<file path="config.mk">
export PLATFORM = sky130hd
export DESIGN_NAME = servo_sonar_scan_sequencer
export DESIGN_NICKNAME = d
export VERILOG_FILES = /design/src/rtl/core/sss_pkg.sv /design/src/rtl/core/sss_table_build.sv /design/src/rtl/core/servo_sonar_scan_sequencer.sv
export VERILOG_INCLUDE_DIRS = /design/src /design/src/rtl/core
export SDC_FILE = /design/constraint.sdc
export NUM_CORES = 1
export LEC_CHECK = 0
export ABC_AREA = 0
export BUFFER_PORTS_ARGS = -buffer_cell sky130_fd_sc_hd__buf_2
export CAP_MARGIN = 25
export CORE_MARGIN = 4
export CORE_UTILIZATION = 60
export CTS_BUF_LIST = sky130_fd_sc_hd__clkbuf_16
export DETAILED_ROUTE_END_ITERATION = 7
export GPL_TIMING_DRIVEN = 1
export PLACE_DENSITY = 0.8
export SKIP_CTS_REPAIR_TIMING = 1
export SLEW_MARGIN = 10
export SYNTH_ARGS = -nofsm -noshare
export SYNTH_HDL_FRONTEND = slang
export SYNTH_SLANG_ARGS = --single-unit
</file>
<file path="constraint.sdc">
create_clock -name clock -period 8 [get_ports clock]
set_input_delay 1.2 -clock clock [delete_from_list [all_inputs] [get_ports clock]]
set_output_delay 1.2 -clock clock [all_outputs]
set_load 0.03 [all_outputs]
</file>
<file path="src/rtl/core/assert_macros.svh">
// assertion helpers shared by the rtl
`ifndef ASSERT_MACROS_SVH
`define ASSERT_MACROS_SVH

`ifndef ASSERT_OFF

// checked on every edge outside reset
`define SSS_ASSERT(lbl, clk, rst, prop, msg) \
   lbl: assert property (@(posedge clk) disable iff (rst) prop) else $error(msg);

// checked on every edge, reset included
`define SSS_ASSERT_ALWAYS(lbl, clk, prop, msg) \
   lbl: assert property (@(posedge clk) prop) else $error(msg);

`else

`define SSS_ASSERT(lbl, clk, rst, prop, msg)

`define SSS_ASSERT_ALWAYS(lbl, clk, prop, msg)

`endif

`endif

</file>
<file path="src/rtl/core/sss_pkg.sv">
`default_nettype none

package sss_pkg;

   localparam int MAX_STOPS_DEF = 8;

   localparam int ANGLE_W = 8;
   localparam int DIST_W  = 16;
   localparam int CSR_IDX_W = 2;

   // the sweep never uses a step below this
   localparam int MIN_STEP = 30;

   // x/7 for 8-bit x as (x * 293) >> 11
   localparam int RECIP_W     = 9;
   localparam int RECIP_MUL   = 293;
   localparam int RECIP_SHIFT = 11;

   localparam logic [ANGLE_W-1:0] LOW_ANGLE_RST  = ANGLE_W'(0);
   localparam logic [ANGLE_W-1:0] HIGH_ANGLE_RST = ANGLE_W'(180);

   typedef enum logic [1:0] {
      OP_TICK    = 2'd0,
      OP_MANUAL  = 2'd1,
      OP_REBUILD = 2'd2
   } op_type;

   typedef enum logic [1:0] {
      KIND_SERVO  = 2'd0,
      KIND_PING   = 2'd1,
      KIND_REPORT = 2'd2
   } kind_type;

   typedef enum logic [CSR_IDX_W-1:0] {
      CSR_LOW_ANGLE   = 2'd0,
      CSR_HIGH_ANGLE  = 2'd1,
      CSR_SCAN_ENABLE = 2'd2
   } csr_idx_type;

   typedef struct packed {
      op_type              op;
      logic                servo_busy;
      logic                echo_ready;
      logic [DIST_W-1:0]   echo_distance;
      logic [ANGLE_W-1:0]  manual_angle;
   } req_type;

   typedef struct packed {
      kind_type            kind;
      logic [ANGLE_W-1:0]  angle;
      logic [DIST_W-1:0]   distance;
   } rsp_type;

endpackage

`default_nettype wire

</file>
<file path="src/rtl/core/sss_table_build.sv">
`default_nettype none

module sss_table_build #(
   parameter int MAX_STOPS = sss_pkg::MAX_STOPS_DEF
) (
   input  wire logic                                   clock,
   input  wire logic                                   reset,
   input  wire logic                                   start,
   input  wire logic [sss_pkg::ANGLE_W-1:0]            low_angle,
   input  wire logic [sss_pkg::ANGLE_W-1:0]            high_angle,
   input  wire logic [$clog2(MAX_STOPS)-1:0]           rd_index,
   output logic      [sss_pkg::ANGLE_W-1:0]            rd_angle,
   output logic      [$clog2(MAX_STOPS+1)-1:0]         stop_count,
   output logic                                        busy
);
   import sss_pkg::*;

   localparam int N_W   = $clog2(MAX_STOPS);
   localparam int CNT_W = $clog2(MAX_STOPS + 1);
   localparam int A_W   = ANGLE_W + 1;
   localparam int P_W   = ANGLE_W + RECIP_W;

   typedef enum logic [2:0] {
      BLD_IDLE = 3'b001,
      BLD_CALC = 3'b010,
      BLD_WALK = 3'b100
   } bld_state_type;

   bld_state_type state_ff, state_in;
   logic [ANGLE_W-1:0] lo_ff, lo_in;
   logic [ANGLE_W-1:0] hi_ff, hi_in;
   logic [ANGLE_W-1:0] step_ff, step_in;
   logic [A_W-1:0]     pt_ff, pt_in;
   logic [N_W-1:0]     n_ff, n_in;
   logic [CNT_W-1:0]   count_ff, count_in;
   logic [ANGLE_W-1:0] stops_ff [MAX_STOPS];

   logic [ANGLE_W-1:0]         diff;
   logic [P_W-1:0]             prod;
   logic [P_W-RECIP_SHIFT-1:0] quot;
   logic                       walk_go;

   assign diff = hi_ff - lo_ff;
   assign prod = {{RECIP_W{1'b0}}, diff} * {{ANGLE_W{1'b0}}, RECIP_W'(RECIP_MUL)};
   assign quot = prod[P_W-1:RECIP_SHIFT];

   // next point still below the top end and room left before the top end slot
   assign walk_go = (pt_ff < {1'b0, hi_ff}) && (n_ff < N_W'(MAX_STOPS - 1));

   always_comb begin
      state_in = state_ff;
      lo_in    = lo_ff;
      hi_in    = hi_ff;
      step_in  = step_ff;
      pt_in    = pt_ff;
      n_in     = n_ff;
      count_in = count_ff;
      case (state_ff)
         BLD_IDLE: begin
            if (start) begin
               if (high_angle < low_angle) begin
                  lo_in = high_angle;
                  hi_in = low_angle;
               end else begin
                  lo_in = low_angle;
                  hi_in = high_angle;
               end
               state_in = BLD_CALC;
            end
         end
         BLD_CALC: begin
            if ({{(ANGLE_W-(P_W-RECIP_SHIFT)){1'b0}}, quot} < ANGLE_W'(MIN_STEP)) begin
               step_in = ANGLE_W'(MIN_STEP);
            end else begin
               step_in = {{(ANGLE_W-(P_W-RECIP_SHIFT)){1'b0}}, quot};
            end
            pt_in    = {1'b0, lo_ff};
            n_in     = '0;
            state_in = BLD_WALK;
         end
         BLD_WALK: begin
            if (walk_go) begin
               pt_in = pt_ff + {1'b0, step_ff};
               n_in  = n_ff + N_W'(1);
            end else begin
               // top end closes the table; a single point doubles up
               if (n_ff == '0) begin
                  count_in = CNT_W'(2);
               end else begin
                  count_in = CNT_W'(n_ff) + CNT_W'(1);
               end
               state_in = BLD_IDLE;
            end
         end
         default: begin
            state_in = BLD_IDLE;
         end
      endcase
   end

   always_ff @(posedge clock) begin
      if (reset) begin
         state_ff <= BLD_IDLE;
         count_ff <= '0;
      end else begin
         state_ff <= state_in;
         count_ff <= count_in;
      end
      lo_ff   <= lo_in;
      hi_ff   <= hi_in;
      step_ff <= step_in;
      pt_ff   <= pt_in;
      n_ff    <= n_in;
   end

   always_ff @(posedge clock) begin
      if (reset) begin
         for (int i = 0; i < MAX_STOPS; i++) begin
            stops_ff[i] <= '0;
         end
      end else if (state_ff == BLD_WALK) begin
         if (walk_go) begin
            stops_ff[n_ff] <= pt_ff[ANGLE_W-1:0];
         end else begin
            stops_ff[n_ff] <= hi_ff;
            if (n_ff == '0) begin
               stops_ff[1] <= hi_ff;
            end
         end
      end
   end

   assign rd_angle   = stops_ff[rd_index];
   assign stop_count = count_ff;
   assign busy       = (state_ff != BLD_IDLE);

endmodule

`default_nettype wire

</file>
<file path="src/rtl/core/servo_sonar_scan_sequencer.sv">
`default_nettype none

// channel | direction | handshake           | beat
// req     | in        | req_valid/req_stall | req_data: op, servo_busy, echo, manual angle
// rsp     | out       | rsp_valid/rsp_stall | rsp_data: kind, angle, distance
// csr     | in        | csr_valid/csr_ready | csr_index, csr_data
//
// a result of a tick or manual beat sits in the output register
// and the next beat is taken as soon as that register is free or drains.
// a rebuild holds req_stall while the table builder runs: the ends are ordered
// as the beat is taken, then the step multiply, then one table entry per walk step.
// reset is synchronous: table zeroed, registers to defaults, phase to move.
// csr_ready is low while a rebuild runs.

`include "assert_macros.svh"

module servo_sonar_scan_sequencer #(
   parameter int MAX_STOPS = sss_pkg::MAX_STOPS_DEF
) (
   input  wire logic                            clock,
   input  wire logic                            reset,
   input  wire logic                            req_valid,
   output logic                                 req_stall,
   input  wire sss_pkg::req_type                req_data,
   output logic                                 rsp_valid,
   input  wire logic                            rsp_stall,
   output sss_pkg::rsp_type                     rsp_data,
   input  wire logic                            csr_valid,
   output logic                                 csr_ready,
   input  wire logic [sss_pkg::CSR_IDX_W-1:0]   csr_index,
   input  wire logic [sss_pkg::ANGLE_W-1:0]     csr_data
);
   import sss_pkg::*;

   localparam int N_W   = $clog2(MAX_STOPS);
   localparam int CNT_W = $clog2(MAX_STOPS + 1);
   localparam int IDX_W = CNT_W + 1;

   localparam logic signed [IDX_W-1:0] IDX_ZERO = IDX_W'(0);
   localparam logic signed [IDX_W-1:0] IDX_ONE  = IDX_W'(1);
   localparam logic signed [IDX_W-1:0] IDX_TWO  = IDX_W'(2);
   localparam logic signed [IDX_W-1:0] IDX_MAX  = IDX_W'(MAX_STOPS);

   typedef enum logic [2:0] {
      PH_MOVE  = 3'b001,
      PH_SERVO = 3'b010,
      PH_ECHO  = 3'b100
   } phase_type;

   logic [ANGLE_W-1:0]      low_ff, low_in;
   logic [ANGLE_W-1:0]      high_ff, high_in;
   logic                    scan_en_ff, scan_en_in;
   phase_type               phase_ff, phase_in;
   logic signed [IDX_W-1:0] idx_ff, idx_in;
   logic                    down_ff, down_in;
   logic                    rsp_valid_ff, rsp_valid_in;
   rsp_type                 rsp_ff, rsp_in;

   logic                    req_fire;
   logic                    csr_fire;
   logic                    rsp_load;
   logic                    build_start;
   logic                    build_busy;
   logic [ANGLE_W-1:0]      rd_angle;
   logic [CNT_W-1:0]        stop_count;
   logic [ANGLE_W-1:0]      cur_angle;
   logic signed [IDX_W-1:0] cnt_s;
   logic signed [IDX_W-1:0] adv_idx;
   logic                    adv_down;

   sss_table_build #(
      .MAX_STOPS (MAX_STOPS)
   ) u_build (
      .clock      (clock),
      .reset      (reset),
      .start      (build_start),
      .low_angle  (low_ff),
      .high_angle (high_ff),
      .rd_index   (idx_ff[N_W-1:0]),
      .rd_angle   (rd_angle),
      .stop_count (stop_count),
      .busy       (build_busy)
   );

   assign req_stall = build_busy || (rsp_valid_ff && rsp_stall);
   assign req_fire  = req_valid && !req_stall;
   assign csr_ready = !build_busy;
   assign csr_fire  = csr_valid && csr_ready;

   // entries outside the storage read as zero
   assign cur_angle = (idx_ff < IDX_ZERO || idx_ff >= IDX_MAX) ? '0 : rd_angle;
   assign cnt_s     = signed'({1'b0, stop_count});

   // ping-pong advance of the table index
   always_comb begin
      adv_idx  = down_ff ? (idx_ff - IDX_ONE) : (idx_ff + IDX_ONE);
      adv_down = down_ff;
      if (adv_idx >= cnt_s) begin
         adv_idx  = cnt_s - IDX_TWO;
         adv_down = 1'b1;
      end
      if (adv_idx < IDX_ZERO) begin
         adv_idx  = IDX_ONE;
         adv_down = 1'b0;
      end
      if (adv_idx == IDX_ZERO) begin
         adv_down = 1'b0;
      end
   end

   always_comb begin
      low_in     = low_ff;
      high_in    = high_ff;
      scan_en_in = scan_en_ff;
      if (csr_fire) begin
         case (csr_index)
            CSR_LOW_ANGLE:   low_in     = csr_data;
            CSR_HIGH_ANGLE:  high_in    = csr_data;
            CSR_SCAN_ENABLE: scan_en_in = csr_data[0];
            default: ;
         endcase
      end
   end

   always_comb begin
      phase_in        = phase_ff;
      idx_in          = idx_ff;
      down_in         = down_ff;
      build_start     = 1'b0;
      rsp_load        = 1'b0;
      rsp_in.kind     = KIND_SERVO;
      rsp_in.angle    = cur_angle;
      rsp_in.distance = '0;
      if (req_fire) begin
         case (req_data.op)
            OP_REBUILD: begin
               build_start = 1'b1;
            end
            OP_MANUAL: begin
               if (!scan_en_ff) begin
                  rsp_load     = 1'b1;
                  rsp_in.angle = req_data.manual_angle;
               end
            end
            OP_TICK: begin
               if (scan_en_ff) begin
                  case (phase_ff)
                     PH_MOVE: begin
                        rsp_load = 1'b1;
                        phase_in = PH_SERVO;
                     end
                     PH_SERVO: begin
                        if (!req_data.servo_busy) begin
                           rsp_load    = 1'b1;
                           rsp_in.kind = KIND_PING;
                           phase_in    = PH_ECHO;
                        end
                     end
                     PH_ECHO: begin
                        if (req_data.echo_ready) begin
                           rsp_load        = 1'b1;
                           rsp_in.kind     = KIND_REPORT;
                           rsp_in.distance = req_data.echo_distance;
                           idx_in          = adv_idx;
                           down_in         = adv_down;
                           phase_in        = PH_MOVE;
                        end
                     end
                     default: begin
                        phase_in = PH_MOVE;
                     end
                  endcase
               end
            end
            default: ;
         endcase
      end
   end

   always_comb begin
      rsp_valid_in = rsp_valid_ff;
      if (rsp_load) begin
         rsp_valid_in = 1'b1;
      end else if (!rsp_stall) begin
         rsp_valid_in = 1'b0;
      end
   end

   always_ff @(posedge clock) begin
      if (reset) begin
         low_ff       <= LOW_ANGLE_RST;
         high_ff      <= HIGH_ANGLE_RST;
         scan_en_ff   <= 1'b0;
         phase_ff     <= PH_MOVE;
         idx_ff       <= IDX_ZERO;
         down_ff      <= 1'b0;
         rsp_valid_ff <= 1'b0;
      end else begin
         low_ff       <= low_in;
         high_ff      <= high_in;
         scan_en_ff   <= scan_en_in;
         phase_ff     <= phase_in;
         idx_ff       <= idx_in;
         down_ff      <= down_in;
         rsp_valid_ff <= rsp_valid_in;
      end
      if (rsp_load) begin
         rsp_ff <= rsp_in;
      end
   end

   assign rsp_valid = rsp_valid_ff;
   assign rsp_data  = rsp_ff;

   `SSS_ASSERT(a_rebuild_starts, clock, reset,
      (req_fire && req_data.op == OP_REBUILD) |=> build_busy,
      "rebuild beat did not start the table builder")
   `SSS_ASSERT(a_quiet_build, clock, reset, build_busy |-> !rsp_load,
      "result produced during a table rebuild")
   `SSS_ASSERT(a_report_moves, clock, reset,
      (rsp_load && rsp_in.kind == KIND_REPORT) |=> (phase_ff == PH_MOVE),
      "report not followed by move phase")
   `SSS_ASSERT(a_phase_hold, clock, reset,
      !(req_fire && req_data.op == OP_TICK) |=> $stable(phase_ff),
      "phase changed without a tick")
   `SSS_ASSERT(a_index_range, clock, reset, !idx_ff[IDX_W-1] && (idx_ff < IDX_MAX),
      "table index outside storage")
   `SSS_ASSERT_ALWAYS(a_reset_clears, clock, reset |=> !rsp_valid,
      "result valid right after reset")

endmodule

`default_nettype wire

</file>
==> summary.md, run 1 <==
| Metric | Value |
|---|---|
| Worst path most repeated cell | ha_1 |
| Final worst slack | 2.54 ns |
| Max incr delay on CP | between 0.5 and 0.6 ns |
| Netlist Area Pre-Place | 8740 um2 |
| Max VDD drop | approximately 0.00015 V |
| GR met2 Demand/Resource | 0.387 |
| Crit path capture type | register |
| Fin util | 0.698 |
| H-tree depth | 4 |
| TritonCTS Buffers | 17 |
| Pre-antenna DRT Iters | 5 |
| Mux contribution to synthesized area | 0.106 |
| Largest net degree at the start of global routing | 46 |
| Port bufs | 71 |
| Post-route DRC | 0 |
| Via density | 5.80 |
| Placer Congestion | 0.832 |
| Unrepaired setup endpoints after global routing | no |
| Worst-Skew Late Latency | 0.42 ns |
| Final-layout fill cell count | approximately 990 |
| Endpoints failing setup | 0 |
| Proportion of layout cells with a drive suffix above 1 | 0.188 |
| HPWL after detailed placement | 13000 um |
| Primary FF master, synth | edfxtp_1 |
| Core region area | 14100 um2 |
| Row Count | between 40 and 50 |
| Distinct cells, synth | 59 |
| Power per cell area | 210 nW/um2 |
| Final Hold Viols | 0 |
| Post-Synth XOR/XNOR Area | 0.0251 |
| Setup crit start kind | register |
| Kind of critical path | register to register |
| Seq/Total Area, Yosys | 0.508 |
| Met3 usage | 0.0403 |
| Maximum root-to-sink buffer count | 2 |
| Sum Neg Setup Slack | 0 ns |
| Synth area leaders | edfxtp_1 (43%), ha_1 (11%), dfxtp_1 (8.2%), nor2_1 (4.2%), mux4_2 (4.1%) |
| Post-Route WL | 17100 um |
| Initial Utilization | 0.620 |
| Hold WC Path Type | register to register |
| Syn_nets | about 850 |
| Clock root cell | clkbuf_16 |
| # IOs | 72 |
| Gate Count Post-Synth | 728 |
| Antenna diodes | 0 |
| Leak Pwr | roughly 4.2 nW |
| Die ar. | approximately 17000 um2 |
| R2R setup slack | 2.54 ns |
| TritonCTS clock tree | done |
| Share of the clock period used by the worst path | 0.682 |
| CTS sink cnt | between 150 and 200 |
| Worst path required time | 8.18 ns |
| Main combinational cell family by area after synthesis | adder cells |
| Tot GR Track Use | 0.217 |
| Yosys top cell by area | edfxtp_1 |
| First-pass GRT wire length | 28600 um |
| Finished Layout Cells | 992 |
| Dpl cells | 960 |
| Post-synth top area share | 0.426 |
| Synth warn | 0 |
| Worst r2r src | u_build.hi_ff[1] |
| Clk_skew | roughly 0.0083 ns |
| Final Max Slew Viols | 0 |
| Area growth, synth to finish | 12.6% |
| Crit-path cells | ha_1 -> nor2b_1 -> o21ai_0 -> a21boi_0 -> o21ai_0 -> nand2b_1 -> a21o_1 -> a21oi_1 -> xnor2_1 -> ha_1 -> xor2_1 -> ha_1 -> inv_1 -> fa_1 -> inv_1 -> ha_1 -> ha_1 -> o211ai_1 -> o21ai_0 -> a31o_2 -> a41oi_1 -> xor2_1 -> nor4_1 -> o21a_1 |
| Hold depth | 2 |
| Detailed Route Iter0 Violations | 400 |
| Buf+Inv Stages, Crit Path | 2 |
| Vias in the first global route | 6003 |
| Wire per inst | between 15 and 20 um |
| Grt met1 use | 0.260 |
| Gr ovfl total | 0 |
| Max Cap Viol | 0 |
| Share of flip-flops with an asynchronous set or reset after synthesis | 0 |
| Die X | 129 um |
| Fmax | 183 MHz |
| Yosys reg bits | 160 |
| Pre-CTS setup slack | 2.65 ns |
| Avg Synthesized Cell Area | 12.0 um2 |
| Post-synth EDFFs | between 100 and 150 |
| Slowest cell on crit path | fa_1 |
| Vias | about 5800 |
| Worst Path Max Fanout | 4 |
| Max-slew headroom | 0.338 |
| Overall Power | between 0.002 and 0.0025 W |
| Initial antenna violation count | 0 |
| Worst reg-to-reg path cell count | 24 |
| Hold EP | idx_ff[3] |
| GRT Max-Usage Layer | met2 |
| Crit path DAT | roughly 5.6 ns |
| Post-synthesis adder-cell area fraction | 0.122 |
| Post-synthesis compound-gate area fraction | 0.0885 |
| Post-route ant nets | 0 |
| Worst-Margin Slew | 0.992 ns |
| Hold Crit Start | idx_ff[3] |
| Clock slew at reported path FFs | 0.07 ns |
| CP top delay family | adder cells |
| Status | finished, final reports clean |
| DIE HEIGHT | 129 um |
| Fin crit period | 5.46 ns |
| Synth Area in Simple Gates | 0.113 |
| Nets | around 920 |
| RR Endpoint | u_build.step_ff[0] |
final cells by class:
class	count	area, um2	share of cell area
Clock buffer	17	425	0.0432
Multi-Input combinational cell	490	3980	0.404
Inverter	57	214	0.0217
Sequential cell	160	4440	0.451
Timing Repair Buffer	73	388	0.0394
Clock inverter	15	174	0.0177
Tap cell	180	225	0.0229
placed cells by master, fill, tap and decap left out, types with 6 or more instances in the layout:
cell	n
edfxtp_1	124
nor2_1	97
ha_1	74
buf_2	72
inv_1	57
nand2_1	36
dfxtp_1	36
mux2i_1	25
a21oi_1	23
o21ai_0	19
and2_1	18
a21o_1	17
clkbuf_16	17
nand2b_1	16
xnor2_1	16
mux4_2	16
a22o_1	16
mux2_2	15
mux2_4	10
xor2_1	9
and3_1	7
fa_1	7
nand3_1	6
o21bai_1	6
stage by stage:
| stage | hold slack (ns) | instance area (um2) |
|---|---|---|
| CTS | 0.504 | 9850 |
| global route | 0.535 | 9850 |
| floorplan | 0.450 | 8740 |
| finish | 0.501 | 9850 |
| detailed placement | 0.494 | 9250 |
| global placement | 0.478 | 9210 |
tightest hold or removal path, stage by stage (launching register included):
cell,delay [ns]
dfxtp_1,0.34
nand2_1,0.06
a21oi_1,0.05
state kept, by name, summed over array words and instances (netlist names), named ones only:
signal	flops
idx_ff	4
rsp_data	26
down_ff	1
u_build.stops_ff	64
high_ff	8
phase_ff	3
u_build.stop_count	4
u_build.lo_ff	8
scan_en_ff	1
rsp_valid	1
u_build.step_ff	6
u_build.hi_ff	8
low_ff	8
u_build.pt_ff	9
u_build.n_ff	3
u_build.state_ff	3
how the worst max path moves through the flow:
stage                      from                  to  slack (ns)  cells past startpoint
2_1_floorplan  u_build.hi_ff[1]  u_build.step_ff[0]        3.04                     24
3_3_place_gp   u_build.hi_ff[1]  u_build.step_ff[0]        2.81                     24
3_5_place_dp   u_build.hi_ff[1]  u_build.step_ff[0]        2.65                     24
4_1_cts        u_build.hi_ff[1]  u_build.step_ff[0]        2.56                     24
5_1_grt        u_build.lo_ff[1]  u_build.step_ff[0]        2.18                     25
6_report       u_build.hi_ff[1]  u_build.step_ff[0]        2.54                     24
metal layers:
metal,up-vias,part of all wire
met2,132,0.54
li1,2780,-
met1,2811,0.40
met3,31,0.044
met4,0,0.023
met5,-,0
report_power, final:
part           leakage, nW  switching (W)  total [W]  internal (W)
clock                0.293       0.000347   0.000816      0.000470
combinational         2.42       0.000180   0.000324      0.000145
sequential            1.51      0.0000111   0.000928      0.000917
synthesized netlist by cell type, types with 2 or more instances:
master / number
a22o_1: 16
mux4_2: 16
nand3b_1: 2
a41oi_1: 2
edfxtp_1: 124
nor3b_1: 2
ha_1: 74
mux2_2: 15
mux2i_1: 25
nand2_1: 36
nor2_1: 97
inv_1: 57
a21boi_0: 2
o31ai_1: 2
dfxtp_1: 36
a311oi_1: 3
a21oi_1: 23
o21ai_0: 19
and3_1: 7
nand3_1: 6
nor3_1: 4
a22oi_1: 3
mux2_4: 10
a31oi_1: 2
and2_1: 18
nand2b_1: 16
fa_1: 7
nor2b_1: 5
a211o_1: 4
o21bai_1: 6
nor4_1: 3
o21a_1: 2
buf_2: 4
xor2_1: 9
a211oi_1: 3
xnor2_1: 16
clkbuf_1: 14
a21o_1: 17
cells by family after synthesis:
kind of cell / count (synthesis)
adder cells (fa/ha/maj): 81
AO/OA/AOI/OAI: 111
multiplexers: 66
buffers and inverters: 78
flip-flops: 160
XOR/XNOR: 25
AND/OR/NAND/NOR: 207
Power figures use the tool's default switching activity.
==> run 2: changes to the inputs <==
- ABC_AREA: 0 -> 1
- clock period: 8 -> 5.1 ns (I/O delays scaled with it)
==> run 2 against run 1 <==
- core utilization up 0.65 points
- combinational power rose to 2.5 times the previous value
- cell count up 31%
- synthesized area up 2.8%
- sequential share of layout area down 1.9 points
- sequential power up 57%
- sequential cell count unchanged
- via count up 23%
- clock skew down 0.0015 ns
- critical endpoint is now u_build.step_ff[1]
==> summary.md, run 2 <==
| Metric | Value |
|---|---|
| DIE HEIGHT | 130 um (+1.3%) |
| Max VDD drop | 0.000317 V (+110%) |
| Crit path capture type | register |
| Max FFs per register | 64 (unchanged) |
| Clock slew at reported path FFs | 0.06 ns (about the same) |
| Row Count | 44 (+2.3%) |
| Via density | 5.47 (-5.6%) |
| Die ar. | 17000 um2 (+2.6%) |
| Kind of critical path | register to register |
| Most frequent cell after synthesis | nand2_1 |
| HPWL after detailed placement | 14300 um (+11%) |
| Clock root cell | clkbuf_16 |
| Distinct cells, synth | 43 (-27%) |
| Vias | 7100 (+23%) |
| TritonCTS clock tree | done |
| R2R setup slack | 0.26 ns (-2.28 ns) |
| Post-route DRC | 0 (unchanged) |
| Leak Pwr | 4.64 nW (+9.8%) |
| Most common cell after layout, fill and taps aside | nand2_1 |
| Fmax | 207 MHz (+13%) |
| Detailed Route Iter0 Violations | 647 (+62%) |
| Max Cap Viol | 0 (unchanged) |
| Post-synth EDFFs | 124 (unchanged) |
| Hold WC Path Type | register to register |
| Status | finished, final reports clean |
| Post-synth top area share | 0.414 (-0.0117) |
| Wire per inst | 15.3 um (-11%) |
| Core region area | 14600 um2 (+3.5%) |
| Final Hold Viols | 0 (unchanged) |
| Max-slew headroom | 0.413 (+0.0755) |
| Post-route ant nets | 0 (unchanged) |
| Setup crit start kind | register |
| Maximum root-to-sink buffer count | 2 (unchanged) |
| Die X | 130 um (+1.3%) |
| Largest net degree at the start of global routing | 34 (-26%) |
| Yosys top cell by area | edfxtp_1 |
| Gate Count Post-Synth | 1020 (+40%) |
| Primary FF master, synth | edfxtp_1 |
| Fin crit period | 4.84 ns (-0.623 ns) |
| Port bufs | 71 (unchanged) |
| H-tree depth | 4 (unchanged) |
| Most frequent cells in the layout | nand2_1 (189), nor2_1 (155), inv_1 (131) |
| Area growth, synth to finish | 14.4% |
| Netlist Area Pre-Place | 8990 um2 (+2.8%) |
| Final Max Slew Viols | 0 (unchanged) |
| Initial antenna violation count | 0 (unchanged) |
| Crit path DAT | 5.02 ns (-0.62 ns) |
| Worst Path Max Fanout | 4 (unchanged) |
| Final-layout fill cell count | 1069 (+8.3%) |
| Antenna diodes | 0 (unchanged) |
| Clk_skew | 0.00679 ns (-0.00152 ns) |
| Pre-antenna DRT Iters | 6 (+1) |
| Fin util | 0.705 (+0.00650) |
| Proportion of layout cells with a drive suffix above 1 | 0.142 (-0.0465) |
| Avg Synthesized Cell Area | 8.81 um2 (-27%) |
| Tot GR Track Use | 0.238 (+0.0212) |
| Nets | 1224 (+33%) |
| TritonCTS Buffers | 17 (unchanged) |
| Worst-Margin Slew | 0.879 ns (-0.113 ns) |
| First-pass GRT wire length | 31600 um (+11%) |
| Post-Route WL | 19800 um (+16%) |
| Yosys reg bits | 160 (unchanged) |
| Share of flip-flops with an asynchronous set or reset after synthesis | 0 (unchanged) |
| Placer Congestion | 0.933 (+12%) |
| Synth warn | 0 (unchanged) |
| Largest Register | u_build.stops_ff |
| Endpoints failing setup | 0 (unchanged) |
| Vias in the first global route | 6552 (+9.1%) |
| Worst path required time | 5.28 ns (-2.90 ns) |
| Share of the clock period used by the worst path | 0.948 (+0.266) |
| # IOs | 72 (unchanged) |
| Gr ovfl total | 0 (unchanged) |
| Top post-synthesis cells by count | nand2_1 (191), nor2_1 (156), inv_1 (130) |
| Synth area leaders | edfxtp_1 (41%), ha_1 (10%), dfxtp_1 (8.0%), nand2_1 (8.0%), nor2_1 (6.5%) |
| CTS sink cnt | 160 (unchanged) |
| Seq/Total Area, Yosys | 0.495 (-0.0139) |
| Syn_nets | 1144 (+34%) |
| Hold Slack | 0.483 ns (-0.0176 ns) |
| Power per cell area | 343 nW/um2 (+63%) |
| Initial Utilization | 0.616 (-0.00406) |
| Worst-Skew Late Latency | 0.43 ns (about the same) |
[run 2: cell types whose count changed in the layout (fill, tap and decap cells not counted), moves of 15 or more]
| cell | delta |
|---|---|
| a21oi_1 | +29 |
| o21ai_0 | +64 |
| a22o_1 | -16 |
| inv_1 | +74 |
| nand2_1 | +153 |
| nand2b_1 | -16 |
| o22ai_1 | +16 |
| and2_1 | -18 |
| a21o_1 | -17 |
| nand3_1 | +37 |
| mux2_2 | -15 |
| mux2i_1 | -25 |
| mux4_2 | -16 |
| nor2_1 | +58 |
[run 2: path summary, 6_finish.rpt]
kind | from | end | depth (start not counted)
worst max-delay path | u_build.hi_ff[2] | u_build.step_ff[1] | 27
worst min-delay path | u_build.stop_count[2] | u_build.stop_count[2] | 2
worst max register to register | u_build.hi_ff[2] | u_build.step_ff[1] | 27
worst min register to register | u_build.stop_count[2] | u_build.stop_count[2] | 2
[run 2: metal layers]
metal | vias up | wire length (um) | global-route usage
met4 | 0 | 393 | 0.0780
met1 | 3251 | 8580 | 0.311
li1 | 3584 | - | -
met5 | - | 0 | 0
met2 | 233 | 9850 | 0.408
met3 | 32 | 1010 | 0.0382
[run 2: cell families after synthesis]
| kind of cell | Yosys count | synth area share |
|---|---|---|
| buf+inv | 164 | 0.0703 |
| compound gates | 181 | 0.111 |
| fa+ha+maj | 81 | 0.119 |
| simple gates | 422 | 0.194 |
| flops | 160 | 0.495 |
| xor+xnor | 12 | 0.0117 |
[run 2: cell type report]
class	count	area (um2)	share of cell area
well taps	184	230	0.0224
inverters	140	527	0.0512
clock buffers	21	526	0.0511
multi-input cells	696	4030	0.391
repair buffers	85	458	0.0445
clock inverters	11	73.8	0.00718
flip-flops and latches	160	4440	0.432
[run 2: power breakdown]
part | leakage (nW) | internal (W) | switching, W
clock | 0.294 | 0.000738 | 0.000514
combinational | 2.84 | 0.000320 | 0.000496
sequential | 1.51 | 0.00145 | 0.0000172
total | 4.64 | 0.00251 | 0.00103
[run 2: critical path: stages (launching register included)]
cell      delay (ns)
edfxtp_1        0.44
ha_4            0.28
a21oi_2         0.10
o21ai_1         0.09
a21oi_1         0.19
o21ai_1         0.10
nand2_1         0.06
nand2_1         0.06
a21oi_2         0.18
xor2_2          0.21
ha_2            0.22
xor2_1          0.13
inv_1           0.06
ha_1            0.17
a31o_2          0.22
fa_1            0.54
ha_4            0.22
ha_4            0.27
nand2_2         0.07
nor2_2          0.12
nand4_1         0.08
or2_2           0.31
nand2_1         0.06
nand2_1         0.04
nand2_1         0.07
nand4_1         0.13
nand2_1         0.10
nand2_1         0.05
[run 2: metrics by stage]
step	cells	cell area [um2]	power [W]	worst slack [ns]	setup TNS (ns)
finish	1297	10300	0.00353	0.264	0
global route	1297	10300	0.00372	-0.0826	-0.157
CTS	1293	10100	0.00344	-0.0536	-0.105
detailed placement	1261	9550	0.00220	-0.0129	-0.0235
global placement	1259	9530	0.00218	0.174	0
floorplan	1020	8990	0.00202	0.298	0
==> run 3: changes to the inputs <==
- REMOVE_ABC_BUFFERS: not set -> 1
==> run 3 against run 2 <==
- core utilization shrank 0.20 points
- final area shrank 0.28%
- largest cell class unchanged
- routed wire length shrank 0.11%
- non-clock buffer count shrank 2
- clock power shrank 6%
==> summary.md, run 3 (synthesis gave the netlist of run 2 again) <==
| Metric | Value |
|---|---|
| Status | finished, final reports clean |
| Max VDD drop | 0.000338 V (+6.5%) |
| Worst path required time | 5.28 ns (about the same) |
| Gr ovfl total | 0 (unchanged) |
| Final Max Slew Viols | 0 (unchanged) |
| Hold Crit Start | low_ff[0] |
| Worst-Margin Slew | 0.958 ns (+0.0787 ns) |
| Endpoints failing setup | 0 (unchanged) |
| Overall Power | 0.00352 W (-0.50%) |
| Core region area | 14600 um2 (unchanged) |
| Worst-Skew Late Latency | 0.43 ns (about the same) |
| Final Hold Viols | 0 (unchanged) |
| HPWL after detailed placement | 14200 um (-1.3%) |
| Max incr delay on CP | 0.53 ns (about the same) |
| TritonCTS clock tree | done |
| Wire per inst | 15.3 um (+0.12%) |
| Die X | 130 um (unchanged) |
| Max-slew headroom | 0.356 (-0.0568) |
| CP top delay family | adder cells |
| First-pass GRT wire length | 31500 um (-0.52%) |
| Maximum root-to-sink buffer count | 2 (unchanged) |
| Kind of critical path | register to register |
| Clk_skew | 0.00644 ns (-0.000359 ns) |
| Nets | 1222 (-0.16%) |
| Leak Pwr | 4.61 nW (-0.67%) |
| Slowest cell on crit path | fa_1 |
| Placer Congestion | 0.937 (+0.47%) |
| DIE HEIGHT | 130 um (unchanged) |
| Port bufs | 71 (unchanged) |
| # IOs | 72 (unchanged) |
| Area growth, synth to finish | 14.1% |
| Initial antenna violation count | 0 (unchanged) |
| Setup crit start kind | register |
| Crit path launch | u_build.lo_ff[2] |
| Proportion of layout cells with a drive suffix above 1 | 0.144 (+0.00219) |
| Worst r2r src | u_build.lo_ff[2] |
| Clock root cell | clkbuf_16 |
| Post-route ant nets | 0 (unchanged) |
| Largest Register | u_build.stops_ff |
| Crit path DAT | 5.20 ns (+0.18 ns) |
| Vias in the first global route | 6564 (+0.18%) |
| Fmax | 199 MHz (-3.7%) |
| Pre-antenna DRT Iters | 6 (unchanged) |
| Hold WC Path Type | register to register |
| Clock slew at reported path FFs | 0.06 ns (about the same) |
| Buf+Inv Stages, Crit Path | 2 (+1) |
| Max FFs per register | 64 (unchanged) |
| Vias | 7108 (+0.11%) |
| Largest net degree at the start of global routing | 34 (unchanged) |
| Fin util | 0.703 (-0.00197) |
| Fin crit period | 5.02 ns (+0.187 ns) |
| TritonCTS Buffers | 17 (unchanged) |
| Power per cell area | 343 nW/um2 (-0.22%) |
| Initial Utilization | 0.616 (unchanged) |
| Post-route DRC | 0 (unchanged) |
| Die ar. | 17000 um2 (unchanged) |
| Max Cap Viol | 0 (unchanged) |
| Post-Route WL | 19800 um (-0.11%) |
| Worst Path Max Fanout | 6 (+2) |
| Antenna diodes | 0 (unchanged) |
| CTS sink cnt | 160 (unchanged) |
| Final-layout fill cell count | 1114 (+4.2%) |
| Crit path capture type | register |
| Row Count | 44 (unchanged) |
| Most frequent cells in the layout | nand2_1 (187), nor2_1 (155), inv_1 (131) |
| H-tree depth | 4 (unchanged) |
| Worst path most repeated cell | nand2_1 |
| Detailed Route Iter0 Violations | 546 (-16%) |
| Tot GR Track Use | 0.237 (-0.000962) |
| Hold Slack | 0.485 ns (+0.00190 ns) |
| Via density | 5.49 (+0.34%) |
| Share of the clock period used by the worst path | 0.985 (+0.0367) |
| Most common cell after layout, fill and taps aside | nand2_1 |
[run 3: power breakdown]
group          total [W]  internal, W  switching, W
clock network    0.00118     0.000698      0.000481
registers        0.00147      0.00145     0.0000172
logic           0.000872     0.000346      0.000526
total            0.00352      0.00249       0.00102
[run 3: stage by stage]
stage	worst slack [ns]	area, um2	cells	setup TNS [ns]
floorplan	0.298	8880	996	0
global placement	0.118	9520	1257	0
detailed placement	-0.218	9530	1258	-0.746
CTS	-0.256	10100	1289	-0.863
global route	-0.132	10300	1294	-0.290
finish	0.0766	10300	1294	0
[run 3: layout make-up]
cell class	count	area (um2)	area share
Sequential cell	160	4440	0.433
Multi-Input combinational cell	696	4070	0.397
Clock buffer	17	425	0.0415
Timing Repair Buffer	83	445	0.0434
Tap cell	184	230	0.0224
Inverter	140	527	0.0514
Clock inverter	14	111	0.0109
[run 3: worst paths after layout]
check / endpoint / slack (ns) / cells after the start
min: low_ff[0] / 0.48 / 2
min reg2reg: low_ff[0] / 0.48 / 2
max: u_build.step_ff[1] / 0.08 / 28
max reg2reg: u_build.step_ff[1] / 0.08 / 28
[run 3: worst reg2reg max path, delay by kind of cell, from the launching register on]
family          cells  cell delay, ns
compound gates      6            0.88
xor+xnor            2            0.39
fa+ha+maj           6            1.67
buf+inv             2            0.19
flops               1            0.39
simple gates       12            1.25
[run 3: layer usage]
layer  wire length, um  up-vias  share of wire  GRT usage
li1                  -     3579              -          -
met2              9980      226           0.50      0.401
met3               947       46          0.048     0.0427
met5                 0        -              0          0
met1              8420     3257           0.42      0.309
met4               467        0          0.024     0.0835
